<file path="config.mk">
export PLATFORM = sky130hd
export DESIGN_NAME = double_split_int_frac_core
export DESIGN_NICKNAME = d
export VERILOG_FILES = /design/src/hdl/dsif_pkg.sv /design/src/hdl/double_split_int_frac_core.sv
export SDC_FILE = /design/constraint.sdc
export NUM_CORES = 1
export LEC_CHECK = 0
export ABC_AREA = 1
export ABC_CLOCK_PERIOD_IN_PS = 41000
export BUFFER_PORTS_ARGS = -buffer_cell sky130_fd_sc_hd__buf_4
export CORE_UTILIZATION = 30
export DETAILED_ROUTE_END_ITERATION = 10
export MAX_ROUTING_LAYER = met4
export SETUP_SLACK_MARGIN = 0.2
export SLEW_MARGIN = 20
export SYNTH_ARGS = -nofsm -noshare
export SYNTH_HDL_FRONTEND = slang
export SYNTH_SLANG_ARGS = --single-unit
</file>
<file path="constraint.sdc">
create_clock -name clk -period 41 [get_ports clk]
set_input_delay 8.2 -clock clk [delete_from_list [all_inputs] [get_ports clk]]
set_output_delay 8.2 -clock clk [all_outputs]
set_load 0.1 [all_outputs]
</file>
<file path="src/hdl/dsif_pkg.sv">
// ----------------------------------------------------------------------------
// dsif_pkg
// Shared constants and types for the binary64 integer/fraction splitter.
// ----------------------------------------------------------------------------
package dsif_pkg;

    localparam int unsigned WORD_W = 64;
    localparam int unsigned MANT_W = 52;
    localparam int unsigned EXP_W  = 11;
    localparam int unsigned POS_W  = 6;

    localparam logic [EXP_W-1:0]  EXP_MAX  = 11'h7FF;
    localparam logic [EXP_W-1:0]  EXP_BIAS = 11'd1023;
    localparam logic [MANT_W-1:0] MANT_ONE = 52'd1;

    typedef logic [WORD_W-1:0] word_t;

    typedef enum logic [1:0] {
        CASE_SPECIAL = 2'd0,
        CASE_NORMAL  = 2'd1
    } case_t;

endpackage

</file>
<file path="src/hdl/double_split_int_frac_core.sv">
// ----------------------------------------------------------------------------
// double_split_int_frac_core
// Splits a binary64 value into its truncated integer part and exact fraction.
// ----------------------------------------------------------------------------
// Four-stage pipeline that accepts one operand per cycle while not stalled
// and presents its result from the stage four registers. A stage stalls only
// while every stage after it is full and the result is not taken. Stage one
// classifies the operand and builds the fraction mask, stage two finds the
// position of the top set bit of the fraction, stage three shifts it into
// place and stage four holds the result until transferred.
module double_split_int_frac_core
(
    input  logic                 clk,
    input  logic                 rst_n,
    input  logic                 x_bits_valid,
    output logic                 x_bits_ready,
    input  dsif_pkg::word_t      x_bits,
    output logic                 out_valid,
    input  logic                 out_ready,
    output dsif_pkg::word_t      int_bits,
    output dsif_pkg::word_t      frac_bits_out
);
    import dsif_pkg::*;

    logic s1_vld_reg, s2_vld_reg, s3_vld_reg, s4_vld_reg;
    logic s1_vld_next, s2_vld_next, s3_vld_next, s4_vld_next;
    logic adv1, adv2, adv3, adv4;

    // Stage 1 registers.
    word_t              s1_ip_reg, s1_fr_reg;
    logic               s1_norm_reg;
    logic [MANT_W-1:0]  s1_fm_reg;
    logic [POS_W-1:0]   s1_fb_reg;
    // Stage 2 registers.
    word_t              s2_ip_reg, s2_fr_reg;
    logic               s2_norm_reg;
    logic [MANT_W-1:0]  s2_fm_reg;
    logic [POS_W-1:0]   s2_fb_reg, s2_p_reg;
    // Stage 3/4 registers.
    word_t              s3_ip_reg, s3_fr_reg;
    word_t              s4_ip_reg, s4_fr_reg;

    assign adv4 = ~s4_vld_reg | out_ready;
    assign adv3 = ~s3_vld_reg | adv4;
    assign adv2 = ~s2_vld_reg | adv3;
    assign adv1 = ~s1_vld_reg | adv2;
    assign x_bits_ready = adv1;

    assign s1_vld_next = adv1 ? x_bits_valid : s1_vld_reg;
    assign s2_vld_next = adv2 ? s1_vld_reg : s2_vld_reg;
    assign s3_vld_next = adv3 ? s2_vld_reg : s3_vld_reg;
    assign s4_vld_next = adv4 ? s3_vld_reg : s4_vld_reg;

    always_ff @(posedge clk or negedge rst_n)
    begin
        if (!rst_n)
        begin
            s1_vld_reg <= 1'b0;
            s2_vld_reg <= 1'b0;
            s3_vld_reg <= 1'b0;
            s4_vld_reg <= 1'b0;
        end
        else
        begin
            s1_vld_reg <= s1_vld_next;
            s2_vld_reg <= s2_vld_next;
            s3_vld_reg <= s3_vld_next;
            s4_vld_reg <= s4_vld_next;
        end
    end

    // Stage 1: classify and mask.
    word_t             sgn_w;
    logic [EXP_W-1:0]  ef, e;
    logic [MANT_W-1:0] mant, low;
    logic [POS_W-1:0]  fb;
    word_t             ip_next, fr_next;
    logic              norm_next;

    always_comb
    begin
        sgn_w     = {x_bits[WORD_W-1], {(WORD_W-1){1'b0}}};
        ef        = x_bits[WORD_W-2 -: EXP_W];
        mant      = x_bits[MANT_W-1:0];
        e         = ef - EXP_BIAS;
        fb        = POS_W'(MANT_W) - e[POS_W-1:0];
        low       = (MANT_ONE << fb) - MANT_ONE;
        ip_next   = x_bits;
        fr_next   = sgn_w;
        norm_next = 1'b0;
        if (ef == EXP_MAX)
        begin
            fr_next = (mant != '0) ? x_bits : sgn_w;
        end
        else if (ef < EXP_BIAS)
        begin
            ip_next = sgn_w;
            fr_next = x_bits;
        end
        else if (e >= EXP_W'(MANT_W))
        begin
            fr_next = sgn_w;
        end
        else
        begin
            ip_next   = x_bits & ~{{(WORD_W-MANT_W){1'b0}}, low};
            norm_next = (mant & low) != '0;
        end
    end

    always_ff @(posedge clk)
    begin
        if (adv1)
        begin
            s1_ip_reg   <= ip_next;
            s1_fr_reg   <= fr_next;
            s1_norm_reg <= norm_next;
            s1_fm_reg   <= mant & low;
            s1_fb_reg   <= fb;
        end
    end

    // Stage 2: position of the top set bit.
    logic [POS_W-1:0] p_next;
    always_comb
    begin
        p_next = '0;
        for (int i = 0; i < MANT_W; i++)
        begin
            if (s1_fm_reg[i])
            begin
                p_next = POS_W'(i);
            end
        end
    end

    always_ff @(posedge clk)
    begin
        if (adv2)
        begin
            s2_ip_reg   <= s1_ip_reg;
            s2_fr_reg   <= s1_fr_reg;
            s2_norm_reg <= s1_norm_reg;
            s2_fm_reg   <= s1_fm_reg;
            s2_fb_reg   <= s1_fb_reg;
            s2_p_reg    <= p_next;
        end
    end

    // Stage 3: renormalize the fraction.
    logic [EXP_W-1:0]  be;
    logic [MANT_W-1:0] m;
    always_comb
    begin
        be = EXP_BIAS + EXP_W'(s2_p_reg) - EXP_W'(s2_fb_reg);
        m  = s2_fm_reg << (POS_W'(MANT_W) - s2_p_reg);
    end

    always_ff @(posedge clk)
    begin
        if (adv3)
        begin
            s3_ip_reg <= s2_ip_reg;
            s3_fr_reg <= s2_norm_reg ? {s2_fr_reg[WORD_W-1], be, m} : s2_fr_reg;
        end
        if (adv4)
        begin
            s4_ip_reg <= s3_ip_reg;
            s4_fr_reg <= s3_fr_reg;
        end
    end

    assign out_valid     = s4_vld_reg;
    assign int_bits      = s4_ip_reg;
    assign frac_bits_out = s4_fr_reg;

endmodule

</file>
==> results of run 1 <==
## power breakdown
part,leakage [nW],switching (mW),internal (mW)
registers,6.76,0.0535,0.882
logic,5.66,0.682,0.217
clock network,1.09,0.252,0.373
## through the flow
stage                     hold WS [ns]  worst slack (ns)  instance area, um2  utilization (%)
after CTS                       0.4064             22.12               32350            35.94
after global routing            0.4163             21.95               32380            35.97
after floorplan                 0.4003             14.56               27290                -
final                           0.4053             22.19               32380            35.97
after global placement          0.4018             22.09               30080            33.42
after detailed placement        0.4045             22.12               30080            33.42
## Yosys cell counts (13+ instances only)
cell type / n
o211ai_1: 64
xnor2_1: 24
edfxtp_1: 632
clkbuf_1: 73
nor2_1: 318
nand3_1: 63
o21ai_0: 165
nor3_1: 20
nand2_1: 395
nand4_1: 17
ha_1: 13
a21oi_1: 22
inv_1: 285
nor2_2: 15
inv_2: 30
mux2i_1: 43
xor2_1: 30
nor4_1: 29
## cells in the final DEF, fill, tap and decap left out, types with 3 or more instances in the layout
master and instances:
a21oi_1 22, a31oi_1 8, buf_4 217, bufinv_16 11, clkbuf_1 8, clkbuf_16 67
clkinv_1 13, clkinv_2 7, clkinvlp_4 6, dfrtp_1 4, diode_2 10, edfxtp_1 632
ha_1 12, inv_1 281, inv_2 30, inv_6 6, mux2i_1 43, nand2_1 393
nand2_2 3, nand2_4 5, nand3_1 63, nand3_2 4, nand4_1 17, nor2_1 317
nor2_2 15, nor2_4 9, nor3_1 20, nor3_2 5, nor4_1 29, o211ai_1 64
o21ai_0 165, o221ai_1 8, o22ai_1 8, or2_2 4, xnor2_1 23, xor2_1 29
## cell type report
| class | count | share of cell area (%) |
|---|---|---|
| Timing Repair Buffer | 217 | 5.031 |
| Inverter | 320 | 3.764 |
| Clock buffer | 75 | 5.271 |
| Multi-Input combinational cell | 1292 | 20.67 |
| Clock inverter | 42 | 1.727 |
| Antenna cell | 10 | 0.07728 |
| Sequential cell | 636 | 58.92 |
| Tap cell | 1176 | 4.544 |
## cells by family after synthesis
| kind of cell | Yosys count |
|---|---|
| and+or+nand+nor | 892 |
| DFF | 636 |
| buffers and inverters | 405 |
| AOI/OAI and AO/OA | 287 |
| xor gates and xnor gates | 56 |
| muxes | 43 |
| adders and majority gates | 14 |
## path summary, 6_finish.rpt
check | from | end | cells after the start
setup / recovery | out_ready | x_bits_ready | 8
max in group asynchronous | rst_n | s3_vld_reg$_DFFE_PN0P_ | 1
hold / removal | s1_ip_reg[38]$_DFFE_PP_ | s2_ip_reg[38]$_DFFE_PP_ | 0
hold reg to reg | s1_ip_reg[38]$_DFFE_PP_ | s2_ip_reg[38]$_DFFE_PP_ | 0
min in group asynchronous | rst_n | s2_vld_reg$_DFFE_PN0P_ | 1
setup reg to reg | s2_p_reg[0]$_SDFFCE_PP1P_ | s3_fr_reg[51]$_DFFE_PP_ | 15
## routing by layer
metal / track usage, % / share of wire, % / vias up
met5: - / 0 / -
met3: 2.949 / 5.5 / 115
met4: 5.083 / 2.8 / 0
li1: - / - / 8381
met2: 25.99 / 48 / 460
met1: 20.74 / 44 / 8341
==> results.toml, run 1 <==
[power]
p_per_area_nw_per_um2 = 75.91
p_total_mw = 2.458
peakVddDrop_uv = 32.09
p_leak_nw = 13.51

[clock_network]
post_cts_buffers = 0
cts-root-buf = "clkbuf_16"
cts_buffers = 66
hold_buffers = 0
clkTransAtPathRegs_ns = 0.06
clock_path_buffers = 3
clk_latency_ns = 0.61
cts_tree = "done"
htree_num_levels = 3
clock_sinks = 636
post_cts_resized = 0

[route]
num_vias = 17300
totalWireLength_mm = 73.00
drc = 0
ant_nets = 0
drt_iter0_markers = 1413
via_per_inst = 4.590
first_pass_iters = 5
routedWlPerCell_um = 19.37

[worst_setup_path]
cpMaxStageDelayCell = "nand2_4"
crit_family = "simple AND/OR/NAND/NOR gates"
crit_chain = "buf_4 > nor2_1 > inv_6 > nor2_1 > inv_6 > nor2_1 > nand2_4 > buf_4"
reg2reg_setup_slack_ns = 36.64
cp_common_cell = "nor2_1"
critPathKind = "in -> out"
path_max_fanout = 44
crit_buf_inv = 4
cpPeakStageDelay_ns = 0.46
crit_path_end_kind = "primary output"
cp-start-kind = "input pin"
cp.required_ns = 32.80
cp.arrival_ns = 10.61

[layout]
regArea_um2 = 19080
area_growth_pct = 18.67
multi_input_comb_area_um2 = 6691
nNetsFinal = 2615
stdcell_count = 3768
n_fill_cell = 8858
drive_gt1_share_pct = 15.80

[yosys]
syn_inst = 2333
async_flop_share_pct = 0.6289
synth.largest_area_cell = "edfxtp_1"
synth_top_family_by_area = "simple AND/OR/NAND/NOR gates"
yosysTopAreaCellShare_pct = 69.55
synth.area.top_cells = "edfxtp_1 70%, nand2_1 5.4%, nor2_1 4.4%"
synth.area.mux_share_pct = 1.577
synth_edf_count = 632
synth-xor-area-share_pct = 1.853
synth_seq_area_share_pct = 69.92
synth_compound_area_share_pct = 6.172
ys_warn_count = 0
synth_seq_cells = 636
synth.net_count = 2415
synth-main-ff-cell = "edfxtp_1"
synth_area_um2 = 27290
synth.distinct_cells = 53
synthAdderAreaFrac_pct = 0.6695
synthSimpleGateAreaFrac_pct = 14.06
syn_area_per_cell_um2 = 11.70

[global_route]
grt_use_total_pct = 16.20
grt_start_max_net_pins = 81
grt_pass1_wl_mm = 106.2
grt_antenna_before_repair = 9
grt-ovfl-total = 0
grt_pass1_vias = 16640

[timing]
slew_headroom_pct = 30.05
hold_viol = 0
fin_crit_sh_pct = 45.88
rsz0062_at_grt = "no"
fin_crit_ns = 18.81
tightest_slew_ns = 1.049
skew_ns = 0.02314
setup_viol = 0
fin_tns_setup_ns = 0
slew_viol_final = 0
fmax_mhz = 53.16

[status]
status = "complete, no violations"

[place]
dp.final_hpwl_mm = 55.15
portBuffers = 197
dp.cells = 3641
gp_congestion = 0.9355

[die]
die_x_um = 303.6
initial_core_util_pct = 30.31
coreArea_um2 = 90010
placementRows = 110
io_pins = 198
die_h_um = 303.6
fp.dieArea_um2 = 92160

[flow_run]
cap_violations = 0

[hold_path]
min-delay-path-class = "reg -> reg"
Power figures use the tool's default switching activity.
==> run 2, diff against run 1 <==
Settings changed: ABC_AREA 1 to 0, ABC_CLOCK_PERIOD_IN_PS 41000 to 18280.
Clock period 41 ns to 18.28 ns, I/O delays scaled along.
==> results.toml, run 2 <==
[status]
status = "complete, no violations"

[timing]
slew_headroom_pct = 27.97
slew_viol_final = 0
fin_tns_setup_ns = 0
fmax_mhz = 113.9
setup_viol = 0
whs_ns = 0.3932
hold_viol = 0
fin_ws_ns = 9.497
fin_crit_sh_pct = 48.04
fin_crit_ns = 8.783
tightest_slew_ns = 1.081
skew_ns = 0.03209
rsz0062_at_grt = "no"

[route]
ant_nets = 0
drt_iter0_markers = 1470
totalWireLength_mm = 82.99
via_per_inst = 5.062
routedWlPerCell_um = 24.73
num_vias = 16990
first_pass_iters = 5
drc = 0

[global_route]
grt_pass1_vias = 17030
use_met3_pct = 2.528
grt_pass1_wl_mm = 118.9
grt_use_total_pct = 18.50
use_met1_pct = 24.58
grt.met2_usage_pct = 29.18
grt-ovfl-total = 0
busiest_layer = "met2"
grt_start_max_net_pins = 83
grt_antenna_before_repair = 2

[die]
placementRows = 109
die_h_um = 302.5
initial_core_util_pct = 30.46
die_x_um = 302.5
coreArea_um2 = 88920
io_pins = 198
fp.dieArea_um2 = 91490

[place]
dp.final_hpwl_mm = 60.85
place_area_um2 = 30010
portBuffers = 197
dp.cells = 3230
gp_congestion = 0.9091
place_ws_ns = 9.150

[clock_network]
clk_latency_ns = 0.61
cts-root-buf = "clkbuf_16"
cts_tree = "done"
clock_path_buffers = 3
hold_buffers = 0
cts_buffers = 68
clock_sinks = 636
htree_num_levels = 3
clkTransAtPathRegs_ns = 0.06
post_cts_buffers = 0
post_cts_resized = 0

[layout]
final_cell_mix = "632 x edfxtp_1, 236 x buf_4, 186 x nand2_1"
nNetsFinal = 2217
n_fill_cell = 8563
final_common_cell = "edfxtp_1"
drive_gt1_share_pct = 19.43
stdcell_count = 3356
multi_input_comb_area_um2 = 7401
area_growth_pct = 18.81
design_area_um2 = 32180
regArea_um2 = 19080

[yosys]
synth.area.top_cells = "edfxtp_1 70%, mux4_2 3.0%, a21oi_1 2.7%"
synthTopCellsByCount = "632 x edfxtp_1, 187 x nand2_1, 144 x a21oi_1, 108 x nor2_1, 102 x and2_1"
synth_seq_cells = 636
async_flop_share_pct = 0.6289
yosys.cell_count.top_type = "edfxtp_1"
synth.largest_area_cell = "edfxtp_1"
yosysTopAreaCellShare_pct = 70.07
synth-main-ff-cell = "edfxtp_1"
synth_seq_area_share_pct = 70.44
synth_edf_count = 632
ys_warn_count = 0
synth.net_count = 2009
syn_inst = 1927
synth.distinct_cells = 90
syn_area_per_cell_um2 = 14.06
synth_area_um2 = 27080

[worst_setup_path]
cpMaxStageDelayCell = "nor2b_1"
cp-start-kind = "input pin"
critPathKind = "in -> out"
crit_path_end_kind = "primary output"
crit_chain = "buf_4 > nor2b_1 > nand4_1 > buf_4 > buf_4"
cp.required_ns = 14.62
crit_family = "simple AND/OR/NAND/NOR gates"
crit_buf_inv = 3
cp.arrival_ns = 5.13
path_max_fanout = 32
cpPeakStageDelay_ns = 0.56
cp_common_cell = "buf_4"

[flow_run]
cap_violations = 0

[power]
peakVddDrop_uv = 78.85
p_per_area_nw_per_um2 = 156.6
p_leak_nw = 12.01

[hold_path]
min-delay-path-class = "reg -> reg"
[run 2: kinds of logic (layout without fill, tap and decap cells)]
logic type	count (synthesis)	in the layout	share of synthesized area, %
muxes	85	85	4.855
and+or+nand+nor	570	570	10.38
DFF	636	636	70.44
AOI/OAI and AO/OA	421	421	10.29
xor gates and xnor gates	24	24	0.7761
buffers and inverters	177	437	2.582
adders and majority gates	14	14	0.6745
other	0	4	0
[run 2: final cells by class]
| class | count | share of cell area [%] |
|---|---|---|
| tap | 1165 | 4.530 |
| clock inverter | 43 | 1.233 |
| clock buffer | 79 | 5.483 |
| multi-input combinational | 1114 | 23.00 |
| timing repair buffer | 236 | 5.506 |
| sequential | 636 | 59.29 |
| antenna | 4 | 0.03111 |
| inverter | 79 | 0.9293 |
[run 2: per-layer routing]
metal | up-vias | routed length [um]
met1 | 8496 | 37320
met5 | - | 0
met3 | 144 | 3923
li1 | 7782 | -
met2 | 565 | 39160
met4 | 0 | 2589
[run 2: final timing paths]
kind	slack, ns	endpoint	cells after the start	from
setup / recovery	9.50	x_bits_ready	5	out_ready
hold / removal	0.39	s2_fr_reg[14]$_DFFE_PP_	0	s1_fr_reg[14]$_DFFE_PP_
setup reg to reg	13.47	s3_fr_reg[46]$_DFFE_PP_	11	s2_p_reg[0]$_SDFFCE_PP1P_
hold reg to reg	0.39	s2_fr_reg[14]$_DFFE_PP_	0	s1_fr_reg[14]$_DFFE_PP_
max in group asynchronous	15.34	s1_vld_reg$_DFFE_PN0P_	1	rst_n
min in group asynchronous	2.84	out_valid$_DFFE_PN0P_	1	rst_n
[run 2: power by group]
group	internal [mW]	leakage [nW]	switching, mW
clock network	0.759	1.04	0.574
registers	1.94	6.78	0.120
logic	0.468	4.19	1.18
[run 2: metrics by stage]
stage	utilization [%]	total power [mW]
floorplan	-	3.239
global placement	33.75	3.723
detailed placement	33.75	3.730
CTS	36.18	5.077
global route	36.18	5.259
finish	36.19	5.038
==> run 3, diff against run 2 <==
Settings changed: ABC_CLOCK_PERIOD_IN_PS 18280 to 8500.
Clock period 18.28 ns to 8.5 ns, I/O delays scaled along.
==> results.toml, run 3 (synthesis results as in run 2) <==
[route]
first_pass_iters = 6
routedWlPerCell_um = 24.94
totalWireLength_mm = 83.71
num_vias = 17210
ant_nets = 0
drt_iter0_markers = 1520
drc = 0
via_per_inst = 5.127

[die]
initial_core_util_pct = 30.46
fp.dieArea_um2 = 91490
coreArea_um2 = 88920
placementRows = 109
die_x_um = 302.5
die_h_um = 302.5
io_pins = 198

[hold_path]
min-delay-path-class = "reg -> reg"

[timing]
slew_viol_final = 0
fin_tns_setup_ns = 0
fmax_mhz = 160.3
skew_ns = 0.03329
setup_viol = 0
whs_ns = 0.3988
rsz0062_at_grt = "no"
fin_crit_sh_pct = 73.40
slew_headroom_pct = 27.08
tightest_slew_ns = 1.080
hold_viol = 0
fin_ws_ns = 2.261
fin_crit_ns = 6.239

[worst_setup_path]
cp.arrival_ns = 6.61
cpPeakStageDelay_ns = 0.63
crit_chain = "buf_4 > inv_1 > ha_1 > nand2b_4 > a41o_1 > a32oi_2 > nand3_1 > buf_4 > o32ai_1 > xor2_1 > and2_1 > a2111oi_0 > nand3_1 > nor4_1 > buf_4 > nand4bb_1 > o41a_1"
cpMaxStageDelayCell = "a2111oi_0"
path_max_fanout = 16
cp_common_cell = "buf_4"
cp-start-kind = "input pin"
critPathKind = "in -> reg"
cp.required_ns = 8.87
crit_path_end_kind = "register"

[clock_network]
clock_sinks = 636
post_cts_buffers = 0
clk_latency_ns = 0.63
cts_buffers = 68
htree_num_levels = 3
clkTransAtPathRegs_ns = 0.06
cts-root-buf = "clkbuf_16"
clock_path_buffers = 3
post_cts_resized = 0
hold_buffers = 0
cts_tree = "done"

[place]
portBuffers = 197
dp.final_hpwl_mm = 61.24
place_area_um2 = 30060
place_ws_ns = 1.723
gp_congestion = 0.9240

[flow_run]
cap_violations = 0

[layout]
n_fill_cell = 8527
design_area_um2 = 32360
drive_gt1_share_pct = 19.93
area_growth_pct = 19.46
final_cell_mix = "632 x edfxtp_1, 234 x buf_4, 186 x nand2_1"
post-route-util_pct = 36.39
nNetsFinal = 2217
final_common_cell = "edfxtp_1"

[global_route]
grt_start_max_net_pins = 149
grt_pass1_vias = 17150
grt_pass1_wl_mm = 120.5
grt_use_total_pct = 18.79
grt_antenna_before_repair = 5
grt-ovfl-total = 0

[power]
p_per_area_nw_per_um2 = 339.4
peakVddDrop_uv = 197.3
p_leak_nw = 12.10

[status]
status = "complete, no violations"
run 3: cell types whose count changed in the layout (fill, tap and decap cells not counted), sizes merged:
cell / previous run / this run
clkinvlp: 6 / 4
inv: 84 / 83
bufinv: 4 / 8
diode: 4 / 3
clkbuf: 79 / 75
clkinv: 28 / 32
run 3: layer usage:
layer / GRT usage [%] / routed length [um] / vias up
met2: 29.15 / 39330 / 626
li1: - / - / 7777
met4: 7.155 / 2830 / 0
met3: 3.029 / 4691 / 147
met1: 24.75 / 36860 / 8657
met5: - / 0 / -
run 3: layout make-up:
cell class / instances / area [um2] / share of cell area, %
sequential: 636 / 19080 / 58.96
multi-input combinational: 1114 / 7421 / 22.94
timing repair buffer: 236 / 1797 / 5.553
clock buffer: 75 / 1728 / 5.340
tap: 1165 / 1458 / 4.505
clock inverter: 48 / 565.5 / 1.748
inverter: 79 / 301.5 / 0.9319
antenna: 3 / 7.507 / 0.02320
run 3: final timing paths:
check	start	endpoint	depth (start not counted)	slack, ns
setup / recovery	x_bits[52]	s1_norm_reg$_SDFFCE_PP0P_	17	2.26
hold reg to reg	s1_ip_reg[9]$_DFFE_PP_	s2_ip_reg[9]$_DFFE_PP_	0	0.40
hold / removal	s1_ip_reg[9]$_DFFE_PP_	s2_ip_reg[9]$_DFFE_PP_	0	0.40
max in group asynchronous	rst_n	out_valid$_DFFE_PN0P_	1	7.52
setup reg to reg	s2_p_reg[0]$_SDFFCE_PP1P_	s3_fr_reg[47]$_DFFE_PP_	14	3.60
min in group asynchronous	rst_n	s1_vld_reg$_DFFE_PN0P_	1	0.88
run 3: through the flow:
step / power [mW] / std cells
after detailed placement: 8.031 / 3230
after global placement: 8.018 / 3230
final: 10.98 / 3356
after global routing: 11.46 / 3356
after CTS: 11.06 / 3353
after floorplan: 6.966 / 1927
run 3: critical path, delay by kind of cell:
family | cells | cell delay (ns)
xor+xnor | 1 | 0.30
simple gates | 6 | 1.33
buf+inv | 4 | 0.81
compound gates | 5 | 1.98
fa+ha+maj | 1 | 0.45
run 3: where the power goes:
part	switching (mW)	leakage [nW]	internal, mW
clock	1.26	1.11	1.74
sequential	0.263	6.78	4.17
combinational	2.54	4.21	1.01
